File: src/rtl/frf_pkg.sv
// Shared types and constants for the Ethernet UDP/ARP receive frame filter.
`default_nettype none

package frf_pkg;

  // Verdict codes given once per frame
  typedef enum logic [2:0] {
    V_ACCEPT_UDP  = 3'd0,
    V_ARP_HOST    = 3'd1,
    V_ARP_OTHER   = 3'd2,
    V_NOT_IPV4    = 3'd3,
    V_BAD_VERSION = 3'd4,
    V_NOT_UDP     = 3'd5,
    V_WRONG_PORT  = 3'd6,
    V_TRUNCATED   = 3'd7
  } verdict_t;

  // Configuration register indexes
  localparam logic REG_HOST_IP   = 1'b0;
  localparam logic REG_HOST_PORT = 1'b1;

  // Ethertypes as captured (first wire byte in the low half)
  localparam logic [15:0] ETYPE_ARP  = 16'h0608;
  localparam logic [15:0] ETYPE_IPV4 = 16'h0008;
  localparam logic [7:0]  VERSION_MASK = 8'hF0;
  localparam logic [3:0]  IP_VERSION_4 = 4'd4;
  localparam logic [7:0]  PROTO_UDP    = 8'd17;

  // Byte offsets within the frame
  localparam logic [5:0] OFS_ETYPE_LO = 6'd12;
  localparam logic [5:0] OFS_ETYPE_HI = 6'd13;
  localparam logic [5:0] OFS_VERSION  = 6'd14;
  localparam logic [5:0] OFS_PROTO    = 6'd23;
  localparam logic [5:0] OFS_PORT_HI  = 6'd36;
  localparam logic [5:0] OFS_PORT_LO  = 6'd37;
  localparam logic [5:0] OFS_ARP_0    = 6'd38;
  localparam logic [5:0] OFS_ARP_1    = 6'd39;
  localparam logic [5:0] OFS_ARP_2    = 6'd40;
  localparam logic [5:0] OFS_ARP_3    = 6'd41;
  localparam logic [5:0] POS_MAX      = 6'd63;

  // Captured header of one finished frame, handed from front to back
  typedef struct packed {
    logic [15:0] ethertype;
    logic [3:0]  version;
    logic [7:0]  protocol;
    logic [15:0] dest_port;
    logic [31:0] arp_target;
    logic [5:0]  last_pos;
  } frame_rec_t;

endpackage

`default_nettype wire

File: src/rtl/frf_front.sv
// Front end: counts frame bytes, captures header fields, emits one record per frame.
`default_nettype none

module frf_front import frf_pkg::*; (
  input  wire logic       clk,
  input  wire logic       rst,
  input  wire logic       in_valid,
  input  wire logic [7:0] in_byte,
  input  wire logic       in_last,
  output frame_rec_t      rec,
  output logic            rec_valid
);

  logic [5:0]  byte_index, byte_index_next;
  logic [15:0] ethertype, ethertype_next;
  logic [3:0]  version, version_next;
  logic [7:0]  protocol, protocol_next;
  logic [15:0] dest_port, dest_port_next;
  logic [31:0] arp_target, arp_target_next;

  // Capture at fixed offsets, current byte included
  always_comb begin
    ethertype_next  = ethertype;
    version_next    = version;
    protocol_next   = protocol;
    dest_port_next  = dest_port;
    arp_target_next = arp_target;
    case (byte_index)
      OFS_ETYPE_LO: ethertype_next = {ethertype[15:8], in_byte};
      OFS_ETYPE_HI: ethertype_next = {in_byte, ethertype[7:0]};
      OFS_VERSION:  version_next   = 4'((in_byte & VERSION_MASK) >> 4);
      OFS_PROTO:    protocol_next  = in_byte;
      OFS_PORT_HI:  dest_port_next = {in_byte, dest_port[7:0]};
      OFS_PORT_LO:  dest_port_next = {dest_port[15:8], in_byte};
      OFS_ARP_0, OFS_ARP_1, OFS_ARP_2, OFS_ARP_3:
        arp_target_next = {arp_target[23:0], in_byte};
      default: ;
    endcase
    byte_index_next = (byte_index == POS_MAX) ? byte_index : byte_index + 6'd1;
  end

  // Record for the back end on the last byte
  always_comb begin
    rec.ethertype  = ethertype_next;
    rec.version    = version_next;
    rec.protocol   = protocol_next;
    rec.dest_port  = dest_port_next;
    rec.arp_target = arp_target_next;
    rec.last_pos   = byte_index;
    rec_valid      = in_valid && in_last;
  end

  // Frame state; cleared after each frame
  always_ff @(posedge clk) begin
    if (rst || (in_valid && in_last)) begin
      byte_index <= '0;
      ethertype  <= '0;
      version    <= '0;
      protocol   <= '0;
      dest_port  <= '0;
      arp_target <= '0;
    end else if (in_valid) begin
      byte_index <= byte_index_next;
      ethertype  <= ethertype_next;
      version    <= version_next;
      protocol   <= protocol_next;
      dest_port  <= dest_port_next;
      arp_target <= arp_target_next;
    end
  end

endmodule

`default_nettype wire

File: src/rtl/frf_queue.sv
// Two-entry queue of frame records between front and back ends.
`default_nettype none

module frf_queue import frf_pkg::*; (
  input  wire logic       clk,
  input  wire logic       rst,
  input  wire logic       wr_en,
  input  wire frame_rec_t wr_rec,
  output logic            full,
  input  wire logic       rd_en,
  output frame_rec_t      rd_rec,
  output logic            rd_valid
);

  frame_rec_t entries [2];
  logic       wr_ptr;
  logic       rd_ptr;
  logic [1:0] count;

  assign full     = (count == 2'd2);
  assign rd_valid = (count != 2'd0);
  assign rd_rec   = entries[rd_ptr];

  // Storage
  always_ff @(posedge clk) begin
    if (wr_en) begin
      entries[wr_ptr] <= wr_rec;
    end
  end

  // Pointers and fill count
  always_ff @(posedge clk) begin
    if (rst) begin
      wr_ptr <= 1'b0;
      rd_ptr <= 1'b0;
      count  <= 2'd0;
    end else begin
      if (wr_en) wr_ptr <= ~wr_ptr;
      if (rd_en) rd_ptr <= ~rd_ptr;
      case ({wr_en, rd_en})
        2'b10:   count <= count + 2'd1;
        2'b01:   count <= count - 2'd1;
        default: count <= count;
      endcase
    end
  end

endmodule

`default_nettype wire

File: src/rtl/frf_back.sv
// Back end: turns a frame record into a verdict and holds it in the output register.
`default_nettype none

module frf_back import frf_pkg::*; (
  input  wire logic        clk,
  input  wire logic        rst,
  input  wire frame_rec_t  rec,
  input  wire logic        rec_valid,
  output logic             rec_take,
  input  wire logic [31:0] host_ip,
  input  wire logic [15:0] host_port,
  output logic             out_valid,
  input  wire logic        out_pop,
  output verdict_t         out_verdict
);

  verdict_t verdict_next;

  // Ordered checks; pos < N means the frame ended before byte N
  always_comb begin
    if (rec.last_pos < OFS_ETYPE_HI) begin
      verdict_next = V_TRUNCATED;
    end else if (rec.ethertype == ETYPE_ARP) begin
      if (rec.last_pos < OFS_ARP_3) verdict_next = V_TRUNCATED;
      else if (rec.arp_target == host_ip) verdict_next = V_ARP_HOST;
      else verdict_next = V_ARP_OTHER;
    end else if (rec.ethertype != ETYPE_IPV4) begin
      verdict_next = V_NOT_IPV4;
    end else if (rec.last_pos < OFS_VERSION) begin
      verdict_next = V_TRUNCATED;
    end else if (rec.version != IP_VERSION_4) begin
      verdict_next = V_BAD_VERSION;
    end else if (rec.last_pos < OFS_PROTO) begin
      verdict_next = V_TRUNCATED;
    end else if (rec.protocol != PROTO_UDP) begin
      verdict_next = V_NOT_UDP;
    end else if (rec.last_pos < OFS_PORT_LO) begin
      verdict_next = V_TRUNCATED;
    end else if (rec.dest_port != host_port) begin
      verdict_next = V_WRONG_PORT;
    end else begin
      verdict_next = V_ACCEPT_UDP;
    end
  end

  // Take a record when the output register is free or being drained
  assign rec_take = rec_valid && (!out_valid || out_pop);

  always_ff @(posedge clk) begin
    if (rec_take) out_verdict <= verdict_next;
  end

  always_ff @(posedge clk) begin
    if (rst) begin
      out_valid <= 1'b0;
    end else if (rec_take) begin
      out_valid <= 1'b1;
    end else if (out_pop) begin
      out_valid <= 1'b0;
    end
  end

endmodule

`default_nettype wire

File: src/rtl/eth_udp_arp_frame_filter.sv
// Ethernet UDP/ARP receive frame filter: top level with configuration registers.
//
// Input side is a queue: present data_byte/last_byte with push; a byte is
// transferred when push is high and full is low. Bytes start at the
// destination MAC, one per cycle at line rate while full is low.
// Result side is a queue: while empty is low, verdict holds one verdict per
// frame, oldest first; it is transferred when pop is high and empty is low.
// Configuration: cfg_valid/cfg_ready with cfg_index (0 host IP, 1 host UDP
// port) and cfg_data; cfg_ready is always high. Write only while idle.
// Throughput: one byte per cycle while full is low, frames back to back, including
// one-byte frames. The verdict passes through the record queue write, then the
// verdict register, and waits in the queue while the verdict register is occupied.
// Stall: a two-entry record queue and the verdict register hold up to
// three verdicts; once all three are in use full rises and stays high until pop.
// Reset clears frame state, queue and registers; host address and port reset
// to zero.
`default_nettype none

module eth_udp_arp_frame_filter import frf_pkg::*; (
  input  wire logic        clk,
  input  wire logic        rst,
  input  wire logic        push,
  output logic             full,
  input  wire logic [7:0]  data_byte,
  input  wire logic        last_byte,
  output logic             empty,
  input  wire logic        pop,
  output logic [2:0]       verdict,
  input  wire logic        cfg_valid,
  output logic             cfg_ready,
  input  wire logic        cfg_index,
  input  wire logic [31:0] cfg_data
);

  logic [31:0] host_ip_address;
  logic [15:0] host_udp_port;
  frame_rec_t  front_rec;
  logic        front_rec_valid;
  frame_rec_t  q_rec;
  logic        q_valid;
  logic        q_take;
  logic        out_valid;
  verdict_t    out_verdict;
  logic        in_xfer;

  assign cfg_ready = 1'b1;
  assign in_xfer   = push && !full;
  assign empty     = !out_valid;
  assign verdict   = out_verdict;

  // Configuration registers
  always_ff @(posedge clk) begin
    if (rst) begin
      host_ip_address <= '0;
      host_udp_port   <= '0;
    end else if (cfg_valid && cfg_ready) begin
      case (cfg_index)
        REG_HOST_IP:   host_ip_address <= cfg_data;
        REG_HOST_PORT: host_udp_port   <= cfg_data[15:0];
        default:       ;
      endcase
    end
  end

  frf_front u_front (
    .clk       (clk),
    .rst       (rst),
    .in_valid  (in_xfer),
    .in_byte   (data_byte),
    .in_last   (last_byte),
    .rec       (front_rec),
    .rec_valid (front_rec_valid)
  );

  frf_queue u_queue (
    .clk      (clk),
    .rst      (rst),
    .wr_en    (front_rec_valid),
    .wr_rec   (front_rec),
    .full     (full),
    .rd_en    (q_take),
    .rd_rec   (q_rec),
    .rd_valid (q_valid)
  );

  frf_back u_back (
    .clk         (clk),
    .rst         (rst),
    .rec         (q_rec),
    .rec_valid   (q_valid),
    .rec_take    (q_take),
    .host_ip     (host_ip_address),
    .host_port   (host_udp_port),
    .out_valid   (out_valid),
    .out_pop     (pop),
    .out_verdict (out_verdict)
  );

endmodule

`default_nettype wire

File: config.mk
export PLATFORM = sky130hd
export DESIGN_NAME = eth_udp_arp_frame_filter
export DESIGN_NICKNAME = d
export VERILOG_FILES = /design/src/rtl/frf_pkg.sv /design/src/rtl/frf_front.sv /design/src/rtl/frf_queue.sv /design/src/rtl/frf_back.sv /design/src/rtl/eth_udp_arp_frame_filter.sv
export SDC_FILE = /design/constraint.sdc
export NUM_CORES = 1
export LEC_CHECK = 0
export ABC_AREA = 1
export BUFFER_PORTS_ARGS = -buffer_cell sky130_fd_sc_hd__buf_2
export CAP_MARGIN = 15
export CORE_ASPECT_RATIO = 0.9
export CORE_MARGIN = 4
export CORE_UTILIZATION = 62
export CTS_CLUSTER_SIZE = 30
export DETAILED_ROUTE_END_ITERATION = 8
export GPL_TIMING_DRIVEN = 1
export PLACE_DENSITY = 0.82
export SLEW_MARGIN = 20
export SYNTH_ARGS = -nofsm -noshare
export SYNTH_HDL_FRONTEND = slang
export SYNTH_SLANG_ARGS = --single-unit
File: constraint.sdc
create_clock -name clk -period 6 [get_ports clk]
set_clock_uncertainty 0.05 [all_clocks]
set_input_delay 0.3 -clock clk [delete_from_list [all_inputs] [get_ports clk]]
set_output_delay 0.3 -clock clk [all_outputs]
set_load 0.05 [all_outputs]
==> flow_summary.yaml, run 1 <==
power:
  power_frac_clock_pct: 32.8
  p_switching_mw: 1.72
  leakage_nw: 6.51
  ir_drop_mv: 0.233
  sw_frac_of_total_pct: 31.1
  p_int_mw: 3.81
  power_frac_seq_pct: 45.1
  p_per_area_nw_per_um2: 372
  combPwrFrac_pct: 22.1
setup_path:
  arrival_ps: 4150
  worstPathCellList: "inv_2 -> nand2_1 -> nand2_4 -> inv_1 -> nand2_2 -> nand2_2 -> buf_4 -> a21oi_1 -> o21ai_1 -> inv_1"
  max_stage_delay_ps: 830
  crit_type: "flip-flop to flip-flop"
  critPathMaxFanout: 68
  end_kind: "flip-flop"
  crit_family: "simple AND/OR/NAND/NOR gates"
  required_ps: 6380
  cp_num_buf_inv: 4
  cp_slowest_cell: "nand2_2"
  worstSetupStartpointType: "flip-flop"
placed_design:
  numPortBuffers: 51
  dp_cells: 1814
  hpwl_um: 18600
  place_congestion: 0.852
clock_tree:
  root_buffer: "clkbuf_16"
  cts_made_buffers: 29
  cts_tree: "yes"
  cts_htree_levels: 1
  clock_path_buffers: 3
  cts_resized: 0
  clk_pin_slew_ps: 70
  cts_num_sinks: 303
  clk_latency_ps: 560
routing:
  viasPerCell: 5.47
  ant_nets: 0
  routed_wl_um: 29800
  wl_per_cell_um: 15.8
  drt_pass1_iterations: 5
  dr.first_iter.drc_count: 1000
  vias: 10300
  drc: 0
outcome:
  outcome: "complete, no violations"
finish:
  final-instance-count-excl-fill: 1883
  layout-drive-gt1-share_pct: 10.8
  diodes: 0
  final_nets: 1626
  area_growth_syn_to_layout_pct: 11.1
  fill_cells: 1557
yosys:
  synth_area_leaders: "edfxtp_1, dfxtp_1, nand2_1"
  syn_area_um2: 13400
  avgSynthCellArea_um2: 8.77
  yosysWarnings: 0
  synth-edff-count: 167
  synth_seq_cells: 303
  post-synth-top-area-fraction_pct: 37.5
  async_flop_share_pct: 0
  syn-num-nets: 1578
  ys_seq_area_share_pct: 57.8
  post_synth_inst_count: 1526
  yosysTopAreaCell: "edfxtp_1"
  synth_flop_cell: "edfxtp_1"
  ys_types: 39
global_route:
  grtUsageTotal_pct: 24.8
  grt_pass1_vias: 9931
  grt_max_degree: 69
  antenna_found_initial: 0
  grt_pass1_wl_um: 48300
  overflow: 0
timing:
  worst_pin_slew_ps: 1010
  timing.setup.tns_ps: 0
  hold_violations: 0
  setup_violations: 0
  slew_headroom_pct: 32.3
  period_minus_slack_ps: 3770
  max_freq_mhz: 265
  finalCritPeriodShare_pct: 62.8
  final-max-slew-violation-count: 0
  rsz0062_at_grt: "false"
floorplan:
  dieArea_um2: 24000
  io_pins: 53
  die_h_um: 147
  num_rows: 50
  die_w_um: 163
  fp.coreArea_um2: 21000
  start_util_pct: 63.7
job:
  maxCapViolations: 0
hold_path:
  hold_path_class: "primary input to flip-flop"
[registers in the layout, indices dropped and copies added, names as in the netlist, 2 cells and up, named ones only]
name and cells:
u_queue.entries 164, host_udp_port 16, host_ip_address 32, u_back.out_verdict 3, u_front.byte_index 6, u_front.version 4, u_queue.count 2, u_front.protocol 8
u_front.ethertype 16, u_front.dest_port 16, u_front.arp_target 32
[power groups by stage]
| stage | Sequential [mW] | Combinational [mW] | Clock (mW) |
|---|---|---|---|
| 3_3_place_gp | 2.53 | 1.14 | 0 |
| 2_1_floorplan | 2.54 | 0.942 | 0 |
| 3_5_place_dp | 2.54 | 1.19 | 0 |
| 5_1_grt | 2.51 | 1.39 | 1.93 |
| 6_report | 2.50 | 1.22 | 1.81 |
| 4_1_cts | 2.49 | 1.21 | 1.83 |
[cell usage after synthesis (4+ instances only)]
library cell / n
nand2_1: 360
inv_1: 248
edfxtp_1: 167
dfxtp_1: 136
o21ai_0: 123
a21oi_1: 114
nor2_1: 87
nand3_1: 66
o21ai_1: 41
o22ai_1: 32
o21ai_2: 27
clkbuf_1: 26
buf_2: 16
buf_6: 14
nor3_1: 9
inv_2: 6
nand3b_1: 6
nor2_4: 6
ha_1: 5
nand2_2: 4
nor3_2: 4
or2_2: 4
[timing repair]
| item | 4_1_cts | 5_1_grt |
|---|---|---|
| hold buffers | 14 | 0 |
| buffers inserted | 0 | 0 |
| endpoints found under the hold margin | 14 | 0 |
[cell usage in the layout, fill, tap and decap left out, types with 4 or more instances in the layout]
master         synthesis  routed
a21oi_1              114     114
buf_2                 16      51
buf_4                  1      11
clkbuf_16              0      29
clkinv_1               1       7
clkinv_2               0       6
clkinvlp_4             0       6
dfxtp_1              136     135
dlygate4sd3_1          0      14
edfxtp_1             167     167
ha_1                   5       5
inv_1                248     248
inv_2                  6       6
nand2_1              360     360
nand3_1               66      66
nand3b_1               6       6
nor2_1                87      85
nor2_4                 6       8
nor3_1                 9       9
nor3_2                 4       4
o21ai_0              123     123
o21ai_1               41      41
o21ai_2               27      27
o22ai_1               32      32
or2_2                  4       4
[final timing paths]
check / from / end / slack, ps / cells after the start
setup / recovery: u_queue.count[0] / u_front.arp_target[5] / 2230 / 10
setup reg to reg: u_queue.count[0] / u_front.arp_target[5] / 2230 / 10
hold / removal: cfg_data[15] / host_udp_port[15] / 8 / 3
hold reg to reg: host_ip_address[16] / host_ip_address[16] / 420 / 2
[cells by family after synthesis]
kind of cell	synth area share, %
other	0.0280
and+or+nand+nor	17.8
buffers and inverters	9.80
adders and majority gates	0.467
AOI/OAI and AO/OA	14.1
DFF	57.8
[metal layers]
layer / vias up / part of all wire [%] / track usage [%] / routed length (um)
li1: 5075 / - / - / -
met1: 4790 / 40 / 32.5 / 12000
met2: 357 / 49 / 41.6 / 14400
met3: 81 / 7.5 / 4.24 / 2220
met4: 0 / 3.6 / 9.81 / 1060
met5: - / 0 / 0 / 0
[stage by stage]
| stage | hold WS, ps | area [um^2] | worst slack (ps) | total power [mW] | util [%] |
|---|---|---|---|---|---|
| 4_1_cts | 1.41 | 14800 | 2040 | 5.54 | 70.6 |
| 6_report | 7.91 | 14900 | 2230 | 5.53 | 70.8 |
| 3_3_place_gp | 376 | 13700 | 2240 | 3.67 | 65.4 |
| 3_5_place_dp | 402 | 13700 | 2130 | 3.72 | 65.4 |
| 5_1_grt | 19.8 | 14900 | 1920 | 5.83 | 70.8 |
| 2_1_floorplan | 319 | 13400 | 1260 | 3.48 | - |
[cell type report]
cell class                 instances  area [um^2]  share of cell area (%)
sequential                       303         7740                    52.0
multi-input combinational        908         4360                    29.3
inverter                         255          957                    6.44
clock buffer                      31          743                    5.00
timing repair buffer              77          505                    3.40
tap                              286          358                    2.41
clock inverter                    23          213                    1.43
[worst register-to-register path, cell delays in order, from the launching register on]
cell	delay, ps
dfxtp_1	370
inv_2	70
nand2_1	110
nand2_4	350
inv_1	770
nand2_2	280
nand2_2	830
buf_4	520
a21oi_1	110
o21ai_1	120
inv_1	60
(Power assumes the default switching activity.)
==> run 2: changes to the inputs <==
==> constraint.sdc (replaced) <==
create_clock -name clk -period 3.51 [get_ports clk]
set_clock_uncertainty 0.05 [all_clocks]
set_input_delay 0.1755 -clock clk [delete_from_list [all_inputs] [get_ports clk]]
set_output_delay 0.1755 -clock clk [all_outputs]
set_load 0.05 [all_outputs]
==> run 2 against run 1 <==
- setup slack got worse by 1300 ps
- power grew 68%
- die area unchanged
- sequential cell count unchanged
- via count grew 1.1%
- critical path type unchanged
- register-to-register slack got worse by 1300 ps
- combinational power increased by 74%
- design area is 0.95% higher
- largest power group unchanged
- non-clock buffer count up 21
- clock-buffer cell count increased by 13
==> flow_summary.yaml, run 2 (same netlist as run 1, synthesis figures left out) <==
outcome:
  outcome: "complete, no violations"
routing:
  vias: 10400
  drt_pass1_iterations: 6
  viasPerCell: 5.47
  dr.first_iter.drc_count: 920
  ant_nets: 0
  drc: 0
  wl_per_cell_um: 16.1
  routed_wl_um: 30700
timing:
  slew_headroom_pct: 37.9
  whs_ps: 33.4
  finalCritPeriodShare_pct: 73.3
  period_minus_slack_ps: 2570
  worst_pin_slew_ps: 930
  final-max-slew-violation-count: 0
  setup_violations: 0
  hold_violations: 0
  rsz0062_at_grt: "false"
  max_freq_mhz: 389
clock_tree:
  clk_pin_slew_ps: 60
  cts_made_buffers: 29
  cts_tree: "yes"
  cts_htree_levels: 1
  cts_num_sinks: 303
  clk_latency_ps: 540
  cts_resized: 0
  clock_path_buffers: 3
  root_buffer: "clkbuf_16"
setup_path:
  worstPathCellList: "buf_4 -> nand2_1 -> nand2_1 -> nand2_1 -> nand2_1 -> nand2_1 -> nor2_1 -> nand2_1 -> nor2_1 -> nand2_1 -> a21oi_1 -> nand2_1"
  arrival_ps: 2820
  worstSetupStartpointType: "flip-flop"
  crit_type: "flip-flop to flip-flop"
  cp_common_cell: "nand2_1"
  critPathMaxFanout: 73
  max_stage_delay_ps: 670
  cp_num_buf_inv: 1
  end_kind: "flip-flop"
  required_ps: 3760
  crit_family: "simple AND/OR/NAND/NOR gates"
  cp_slowest_cell: "buf_4"
finish:
  final_nets: 1647
  area_growth_syn_to_layout_pct: 12.2
  final_cell_mix: "nand2_1, inv_1, edfxtp_1"
  layout_commonest_cell: "nand2_1"
  largest_register_ffs: 164
  regMostFlops: "u_queue.entries"
  regArea_um2: 7740
  final-instance-count-excl-fill: 1903
  fill_cells: 1536
  biggestRegsByFlops: "u_queue.entries: 164 flops, host_ip_address: 32 flops, u_front.arp_target: 32 flops"
  multi_input_area_um2: 4360
  layout-drive-gt1-share_pct: 10.1
floorplan:
  die_h_um: 147
  die_w_um: 163
  io_pins: 53
  num_rows: 50
  dieArea_um2: 24000
  fp.coreArea_um2: 21000
  start_util_pct: 63.7
placed_design:
  numPortBuffers: 51
  hpwl_um: 18800
  dp_cells: 1815
  place_congestion: 0.859
power:
  leakage_nw: 6.57
  p_per_area_nw_per_um2: 619
  p_total_mw: 9.29
  ir_drop_mv: 0.470
global_route:
  grt_pass1_wl_um: 48700
  antenna_found_initial: 1
  grt_pass1_vias: 9860
  grt_max_degree: 81
  overflow: 0
  grtUsageTotal_pct: 25.3
hold_path:
  hold_path_class: "primary input to flip-flop"
  hp-start: "last_byte"
job:
  maxCapViolations: 0
run 2: changes by cell type in the layout (fill, tap and decap cells not counted), sizes merged, moves of 2 or more:
cell,before,now
clkinv,14,7
clkbuf,31,44
clkinvlp,6,0
diode,0,2
bufinv,3,1
dlygate4sd3,14,35
run 2: cell type report:
cell class,instances,share of cell area (%)
Timing Repair Buffer,98,4.88
Sequential cell,303,51.5
Clock buffer,44,5.34
Tap cell,286,2.38
Multi-Input combinational cell,908,29.0
Inverter,255,6.38
Clock inverter,7,0.417
Antenna cell,2,0.0333
run 2: worst register-to-register path, delay by kind of cell, from the launching register on:
family	cells	cell delay, ps
flip-flops	1	340
AND/OR/NAND/NOR	10	1090
buffers and inverters	1	670
AO/OA/AOI/OAI	1	160
run 2: per-layer routing:
metal	global-route usage [%]	vias to the layer above	wire length, um
met5	0	-	0
met4	8.64	0	864
met3	3.79	71	2230
met2	44.1	356	15000
met1	32.4	4875	12600
li1	-	5113	-
run 2: where the power goes:
part           total, mW  internal (mW)  switching [mW]
logic               2.12          0.635            1.48
clock network       2.90           1.64            1.26
registers           4.27           4.14           0.132
total               9.29           6.41            2.87
run 2: path summary, 6_finish.rpt:
check | end | slack, ps | depth (start not counted)
worst min-delay path | u_queue.wr_ptr | 30 | 3
worst min register to register | u_queue.rd_ptr | 420 | 1
worst max register to register | u_back.out_verdict[1] | 940 | 12
worst max-delay path | u_back.out_verdict[1] | 940 | 12
run 2: metrics by stage:
step | setup TNS [ps] | util [%] | instance area, um^2 | setup slack (ps)
4_1_cts | 0 | 71.4 | 15000 | 987
2_1_floorplan | -201470 | - | 13400 | -1230
6_report | 0 | 71.4 | 15000 | 938
5_1_grt | 0 | 71.4 | 15000 | 705
3_3_place_gp | 0 | 65.6 | 13800 | 1090
3_5_place_dp | 0 | 65.6 | 13800 | 1050
run 2: timing repair:
item	in CTS	in global routing
endpoints found under the hold margin	43	0
hold buffers	35	0
setup buffers	0	0
